<file path="src/dtps_pkg.sv">
`timescale 1ns / 1ps
`default_nettype none

package dtps_pkg;

    localparam int WIDTH_BITS  = 9;
    localparam int HEIGHT_BITS = 8;
    // Product of a 9-bit width and an 8-bit height, and any index below it
    localparam int AREA_BITS   = WIDTH_BITS + HEIGHT_BITS;
    localparam int WORD_BITS   = 32;

    typedef enum logic [1:0] {
        OP_DRAW        = 2'd0,
        OP_CLEAR_DEPTH = 2'd1,
        OP_CLEAR_PIXEL = 2'd2,
        OP_READ        = 2'd3
    } opcode_t;

    typedef enum logic [2:0] {
        REG_SCREEN_WIDTH  = 3'd0,
        REG_SCREEN_HEIGHT = 3'd1,
        REG_CLEAR_DEPTH   = 3'd2,
        REG_DEPTH_FLOOR   = 3'd3,
        REG_DEPTH_CEILING = 3'd4,
        REG_CLEAR_PIXEL   = 3'd5
    } reg_index_t;

    typedef enum logic [2:0] {
        STAT_WRITTEN      = 3'd0,
        STAT_CLIPPED      = 3'd1,
        STAT_REJECTED     = 3'd2,
        STAT_CLEARED      = 3'd3,
        STAT_READ_OK      = 3'd4,
        STAT_READ_OUTSIDE = 3'd5
    } status_t;

    // What the back end has to do with a classified request
    typedef enum logic [2:0] {
        K_DRAW       = 3'd0,
        K_CLIP       = 3'd1,
        K_FILL_DEPTH = 3'd2,
        K_FILL_PIXEL = 3'd3,
        K_FILL_NONE  = 3'd4,
        K_READ       = 3'd5,
        K_READ_OUT   = 3'd6
    } kind_t;

    // value: draw depth, or the word a fill writes
    typedef struct packed {
        kind_t                 kind;
        logic [WORD_BITS-1:0]  value;
        logic [WORD_BITS-1:0]  word;
        logic                  last;
    } cmd_info_t;

    typedef struct packed {
        status_t                     status;
        logic [WORD_BITS-1:0]        pixel;
        logic signed [WORD_BITS-1:0] depth;
        logic                        last;
    } res_t;

endpackage

`default_nettype wire

</file>
<file path="src/dtps_fifo.sv">
`timescale 1ns / 1ps
`default_nettype none

module dtps_fifo #(
    parameter int WIDTH = 8,
    parameter int DEPTH = 2
) (
    input  wire logic             clk,
    input  wire logic             rst_n,
    input  wire logic             push,
    input  wire logic [WIDTH-1:0] wdata,
    output logic                  full,
    input  wire logic             pop,
    output logic      [WIDTH-1:0] rdata,
    output logic                  empty
);

    localparam int PW = (DEPTH > 1) ? $clog2(DEPTH) : 1;
    localparam int CW = $clog2(DEPTH + 1);

    logic [WIDTH-1:0] mem_reg [DEPTH];
    logic [PW-1:0]    wr_ptr_reg, wr_ptr_next;
    logic [PW-1:0]    rd_ptr_reg, rd_ptr_next;
    logic [CW-1:0]    count_reg, count_next;
    logic             do_push, do_pop;

    assign full    = (count_reg == CW'(DEPTH));
    assign empty   = (count_reg == '0);
    assign do_push = push && !full;
    assign do_pop  = pop && !empty;
    assign rdata   = mem_reg[rd_ptr_reg];

    always_comb
    begin
        wr_ptr_next = wr_ptr_reg;
        rd_ptr_next = rd_ptr_reg;
        count_next  = count_reg;
        if (do_push)
        begin
            wr_ptr_next = (wr_ptr_reg == PW'(DEPTH - 1)) ? '0 : wr_ptr_reg + 1'b1;
        end
        if (do_pop)
        begin
            rd_ptr_next = (rd_ptr_reg == PW'(DEPTH - 1)) ? '0 : rd_ptr_reg + 1'b1;
        end
        if (do_push && !do_pop)
        begin
            count_next = count_reg + 1'b1;
        end
        else if (do_pop && !do_push)
        begin
            count_next = count_reg - 1'b1;
        end
    end

    always_ff @(posedge clk or negedge rst_n)
    begin
        if (!rst_n)
        begin
            wr_ptr_reg <= '0;
            rd_ptr_reg <= '0;
            count_reg  <= '0;
        end
        else
        begin
            wr_ptr_reg <= wr_ptr_next;
            rd_ptr_reg <= rd_ptr_next;
            count_reg  <= count_next;
        end
    end

    always_ff @(posedge clk)
    begin
        if (do_push)
        begin
            mem_reg[wr_ptr_reg] <= wdata;
        end
    end

endmodule

`default_nettype wire

</file>
<file path="src/dtps_front.sv">
`timescale 1ns / 1ps
`default_nettype none

module dtps_front
    import dtps_pkg::*;
#(
    parameter int MAX_WIDTH  = 256,
    parameter int MAX_HEIGHT = 128,
    parameter int AW         = 15
) (
    input  wire logic                        clk,
    input  wire logic                        rst_n,
    input  wire logic                        cfg_we,
    input  wire logic [2:0]                  cfg_index,
    input  wire logic [WORD_BITS-1:0]        cfg_data,
    input  wire logic                        push,
    output logic                             full,
    input  wire logic [1:0]                  opcode,
    input  wire logic signed [15:0]          pos_x,
    input  wire logic signed [15:0]          pos_y,
    input  wire logic signed [WORD_BITS-1:0] pos_z,
    input  wire logic [WORD_BITS-1:0]        pixel_word,
    input  wire logic                        batch_last,
    input  wire logic                        init_busy,
    input  wire logic                        cmd_pop,
    output logic                             cmd_empty,
    output cmd_info_t                        cmd_info,
    output logic [AW-1:0]                    cmd_addr
);

    localparam int CMD_BITS = $bits(cmd_info_t) + AW;

    logic [WIDTH_BITS-1:0]        screen_width_reg;
    logic [HEIGHT_BITS-1:0]       screen_height_reg;
    logic signed [WORD_BITS-1:0]  clear_depth_reg;
    logic signed [WORD_BITS-1:0]  depth_floor_reg;
    logic signed [WORD_BITS-1:0]  depth_ceiling_reg;
    logic [WORD_BITS-1:0]         clear_pixel_reg;

    logic [WIDTH_BITS-1:0]        act_w;
    logic [HEIGHT_BITS-1:0]       act_h;
    logic                         on_screen;
    logic [AREA_BITS-1:0]         idx;
    logic [AREA_BITS-1:0]         area;
    logic signed [WORD_BITS-1:0]  fill_depth;
    cmd_info_t                    in_info;
    logic [AW-1:0]                in_addr;
    logic                         cmd_full;
    logic                         accept;
    logic [CMD_BITS-1:0]          q_out;

    always_ff @(posedge clk or negedge rst_n)
    begin
        if (!rst_n)
        begin
            screen_width_reg  <= WIDTH_BITS'(256);
            screen_height_reg <= HEIGHT_BITS'(128);
            clear_depth_reg   <= '0;
            depth_floor_reg   <= {1'b1, {(WORD_BITS-1){1'b0}}};
            depth_ceiling_reg <= {1'b0, {(WORD_BITS-1){1'b1}}};
            clear_pixel_reg   <= '0;
        end
        else if (cfg_we)
        begin
            case (cfg_index)
                REG_SCREEN_WIDTH:  screen_width_reg  <= cfg_data[WIDTH_BITS-1:0];
                REG_SCREEN_HEIGHT: screen_height_reg <= cfg_data[HEIGHT_BITS-1:0];
                REG_CLEAR_DEPTH:   clear_depth_reg   <= cfg_data;
                REG_DEPTH_FLOOR:   depth_floor_reg   <= cfg_data;
                REG_DEPTH_CEILING: depth_ceiling_reg <= cfg_data;
                REG_CLEAR_PIXEL:   clear_pixel_reg   <= cfg_data;
                default:           ;
            endcase
        end
    end

    // Limit geometry to the store
    assign act_w = (int'(screen_width_reg) > MAX_WIDTH) ?
                   WIDTH_BITS'(MAX_WIDTH) : screen_width_reg;
    assign act_h = (int'(screen_height_reg) > MAX_HEIGHT) ?
                   HEIGHT_BITS'(MAX_HEIGHT) : screen_height_reg;

    assign on_screen = !pos_x[15] && !pos_y[15]
                    && (pos_x[14:0] < 15'(act_w))
                    && (pos_y[14:0] < 15'(act_h));

    // Only meaningful when on screen: then x < w and y < h
    assign idx  = AREA_BITS'(pos_y[HEIGHT_BITS-1:0]) * AREA_BITS'(act_w)
                + AREA_BITS'(pos_x[WIDTH_BITS-1:0]);
    assign area = AREA_BITS'(act_h) * AREA_BITS'(act_w);

    // When the two cross, a depth below the floor takes the floor, any other the ceiling
    always_comb
    begin
        fill_depth = clear_depth_reg;
        if (clear_depth_reg < depth_floor_reg)
        begin
            fill_depth = depth_floor_reg;
        end
        else if (clear_depth_reg > depth_ceiling_reg)
        begin
            fill_depth = depth_ceiling_reg;
        end
    end

    always_comb
    begin
        in_info.kind  = K_CLIP;
        in_info.value = '0;
        in_info.word  = pixel_word;
        in_info.last  = batch_last;
        in_addr       = AW'(idx);
        case (opcode)
            OP_DRAW:
            begin
                in_info.kind  = on_screen ? K_DRAW : K_CLIP;
                in_info.value = pos_z;
            end
            OP_CLEAR_DEPTH:
            begin
                in_info.kind  = (area == '0) ? K_FILL_NONE : K_FILL_DEPTH;
                in_info.value = fill_depth;
                in_addr       = AW'(area - 1'b1);
            end
            OP_CLEAR_PIXEL:
            begin
                in_info.kind  = (area == '0) ? K_FILL_NONE : K_FILL_PIXEL;
                in_info.value = clear_pixel_reg;
                in_addr       = AW'(area - 1'b1);
            end
            OP_READ:
            begin
                in_info.kind = on_screen ? K_READ : K_READ_OUT;
            end
            default:
            begin
                in_info.kind = K_CLIP;
            end
        endcase
    end

    assign full   = cmd_full || init_busy;
    assign accept = push && !full;

    dtps_fifo #(
        .WIDTH (CMD_BITS),
        .DEPTH (2)
    ) u_cmd_q (
        .clk   (clk),
        .rst_n (rst_n),
        .push  (accept),
        .wdata ({in_info, in_addr}),
        .full  (cmd_full),
        .pop   (cmd_pop),
        .rdata (q_out),
        .empty (cmd_empty)
    );

    assign cmd_info = q_out[CMD_BITS-1:AW];
    assign cmd_addr = q_out[AW-1:0];

endmodule

`default_nettype wire

</file>
<file path="config.mk">
export PLATFORM = sky130hd
export DESIGN_NAME = dtps_front
export DESIGN_NICKNAME = d
export VERILOG_FILES = /design/src/dtps_pkg.sv /design/src/dtps_fifo.sv /design/src/dtps_front.sv
export SDC_FILE = /design/constraint.sdc
export NUM_CORES = 1
export LEC_CHECK = 0
export ABC_AREA = 1
export ABC_CLOCK_PERIOD_IN_PS = 4900
export BUFFER_PORTS_ARGS = -buffer_cell sky130_fd_sc_hd__buf_4
export CELL_PAD_IN_SITES_DETAIL_PLACEMENT = 1
export CELL_PAD_IN_SITES_GLOBAL_PLACEMENT = 2
export CORE_MARGIN = 5
export CORE_UTILIZATION = 30
export DETAILED_ROUTE_END_ITERATION = 10
export HOLD_SLACK_MARGIN = 0.12
export PLACE_DENSITY_LB_ADDON = 0.3
export SETUP_SLACK_MARGIN = 0.15
export SYNTH_ARGS = -nofsm -noshare
export SYNTH_HDL_FRONTEND = slang
export SYNTH_SLANG_ARGS = --single-unit
</file>
<file path="constraint.sdc">
create_clock -name clk -period 4.9 [get_ports clk]
set_clock_uncertainty 0.05 [all_clocks]
set_input_delay 0.98 -clock clk [delete_from_list [all_inputs] [get_ports clk]]
set_output_delay 0.98 -clock clk [all_outputs]
set_load 0.02 [all_outputs]
</file>
==> results_dict.tcl <==
set metrics [dict create \
    status "finished, violations left" \
    violations "setup timing" \
    max_slew.worst_pin.slew_ps 1100 \
    cts_buffers 39 \
    syn-num-nets 2692 \
    r2r_cells 22 \
    drc 0 \
    max_freq_ghz 0.193 \
    grt_first_pass_wirelength_um 107000 \
    hold_ws_ps 432 \
    required_ps 5120 \
    cts.clk_slew.worst_paths_ps 60 \
    p_leak_nw 12.4 \
    initial_core_util 0.302 \
    path_class "register to register" \
    netlist_top_cells_area "edfxtp_1 (25%), dfrtp_1 (14%), nand2_1 (12%), ha_1 (9.5%), fa_1 (9.1%)" \
    timing.rr.end "u_cmd_q.mem_reg[0][12]$_DFFE_PP_" \
    maxSlewViolCount 0 \
    dieHeight_um 269 \
    place_area_um2 23900 \
    dieArea_um2 72600 \
    syn_area_um2 20200 \
    via_count 16900 \
    clockBufferDepth 3 \
    nets 3045 \
    period_minus_slack_ps 5190 \
    via_per_inst 4.76 \
    ys.flop_type "edfxtp_1" \
    ios 225 \
    cts_tree "done" \
    clkLatencyLatePin_ps 550 \
    place_congestion 0.864 \
    synth_enable_flop_cells 166 \
    rrSetupSlack_ps -290 \
    rsz0062_at_grt "yes" \
    hp-class "input pin to asynchronous set/reset pin" \
    r2r_start "screen_width_reg[7]$_DFFE_PN0P_" \
    yosysWarnings 0 \
    dr.pass1.iters 5 \
    maxCapViolCount 0 \
    setup_tns_ps -4450 \
    die_x_um 269 \
    synth_area_per_cell_um2 8.75 \
    htreeDepth 2 \
    core_region_area_um2 66900 \
    cts_root_buf "clkbuf_16" \
    ys_seq_area_frac 0.434 \
    yosys.area.top_type_share 0.247 \
    nFillCells 7810 \
    finalPower_w 0.0144 \
    cts_sinks 315 \
    end_kind "register" \
    netlist_instances 2307 \
    postSynth.asyncResetShare 0.473 \
    track_usage 0.184 \
    timing.final.ws_setup_ps -286 \
    arrival_ps 5400 \
    ys_types 49 \
    pwr_density_cell_nw_per_um2 549 \
    grt_pass1_vias 18800 \
    drive_above_1_share 0.252 \
    synth-seq-cells 315 \
    dp_slack_ps -526 \
    ctsHoldBuffers 0 \
    start_kind "register" \
    drtAntennaViolNets 0 \
    wl_um 68300 \
    yosysMostFrequentCell "nand2_1" \
    hold_viol 0 \
    diodes 0 \
    dp_hpwl_um 49600 \
    grt_max_degree 77 \
    core.rowCount 95 \
    grt_antenna_before_repair 2 \
    setup_viol 20 \
    synthTopCellsByCount "nand2_1 (658), inv_1 (327), o21ai_0 (178), edfxtp_1 (166), ha_1 (153)" \
    avgRoutedWirePerCell_um 19.2 \
    slew_headroom 0.269 \
    post-synth-top-area-cell "edfxtp_1" \
    post-route-period-util 1.06 \
    dr.first_iter.drc_count 762 \
    irDropWorstVdd_mv 0.223 \
    io_buffers 224 \
    final_cell_area_um2 26200 \
    grt.overflow.total 0 \
    syn2layout_area_growth_pct 29.8 \
    cp_max_fo 6 \
    largest_reg_flops 166 \
]
[cells in the final DEF, fill, tap and decap left out, drive strengths merged, types with 3 or more instances in the layout]
cell type	count
nand2	662
buf	403
inv	331
o21ai	181
edfxtp	166
ha	153
nand3	124
nor2	117
dfrtp	115
a21oi	98
fa	92
clkbuf	51
nand4	39
dfstp	34
a22o	32
xor2	16
clkinv	11
nor3	10
xnor2	9
o21a	6
bufinv	6
nor4	5
or2	3
o31ai	3
[power by group]
| part | internal (W) | switching [W] |
|---|---|---|
| clock network | 0.00190 | 0.00114 |
| registers | 0.00342 | 0.000283 |
| logic | 0.00315 | 0.00449 |
| total | 0.00847 | 0.00592 |
[per-stage QoR]
step / cells / utilization
floorplan: 2307 / -
finish: 3561 / 0.392
global route: 3561 / 0.392
detailed placement: 3460 / 0.358
global placement: 3460 / 0.358
CTS: 3555 / 0.387
[kinds of logic (layout without fill, tap and decap cells)]
family                   after synthesis  in the layout  synth area share
AO/OA/AOI/OAI                        334            334            0.0920
AND/OR/NAND/NOR                      965            965             0.198
adder cells (fa/ha/maj)              245            245             0.186
buffers and inverters                423            804            0.0801
XOR/XNOR                              25             25            0.0108
flip-flops                           315            315             0.434
[metal layers]
layer  track usage  up-vias  part of all wire
met3        0.0251       84             0.032
met1         0.234     8427              0.44
met4        0.0409        4             0.020
met2         0.334      239              0.51
li1              -     8192                 -
met5             0        -           0.00044
[worst max-delay path by stage]
stage                                        to  depth (start not counted)                            start
4_1_cts        u_cmd_q.mem_reg[1][13]$_DFFE_PP_                         26  screen_width_reg[4]$_DFFE_PN0P_
5_1_grt        u_cmd_q.mem_reg[1][13]$_DFFE_PP_                         26  screen_width_reg[7]$_DFFE_PN0P_
6_report       u_cmd_q.mem_reg[0][12]$_DFFE_PP_                         22  screen_width_reg[7]$_DFFE_PN0P_
2_1_floorplan   u_cmd_q.mem_reg[0][0]$_DFFE_PP_                          3                        init_busy
3_3_place_gp   u_cmd_q.mem_reg[1][12]$_DFFE_PP_                         20  screen_width_reg[7]$_DFFE_PN0P_
3_5_place_dp   u_cmd_q.mem_reg[0][12]$_DFFE_PP_                         20  screen_width_reg[7]$_DFFE_PN0P_
[worst max-delay path, cell delays in order, from the launching register on]
cell and delay (ps):
dfrtp_1 390, nor4_2 290, nand3_1 150, nand2_2 130
buf_6 150, nand2_8 70, clkinv_8 70, nand2_2 50
fa_1 480, fa_2 590, fa_1 420, fa_1 510
inv_2 50, ha_4 260, nor2_1 230, a21oi_4 60
xor2_1 150, buf_4 150, nor2_4 120, nand3_2 160
buf_6 160, o21ai_2 150, o21ai_2 80
[timing repair]
action / in CTS / in global routing
buffers inserted: 25 / 6
gates resized for setup: 113 / 60
setup endpoints to repair: 24 / 26
pin swaps: 62 / 34
gates cloned: 1 / 0
[layout make-up]
cell class	instances	area, µm²	area share
Clock buffer	51	1100	0.0421
Clock inverter	18	251	0.00960
Inverter	331	1280	0.0487
Multi-Input combinational cell	1569	10600	0.405
Sequential cell	315	8760	0.334
Tap cell	873	1090	0.0417
Timing Repair Buffer	403	3100	0.118
Timing Repair inverter	1	11.3	0.000430
Note: power is estimated with default switching activity, not from simulation.
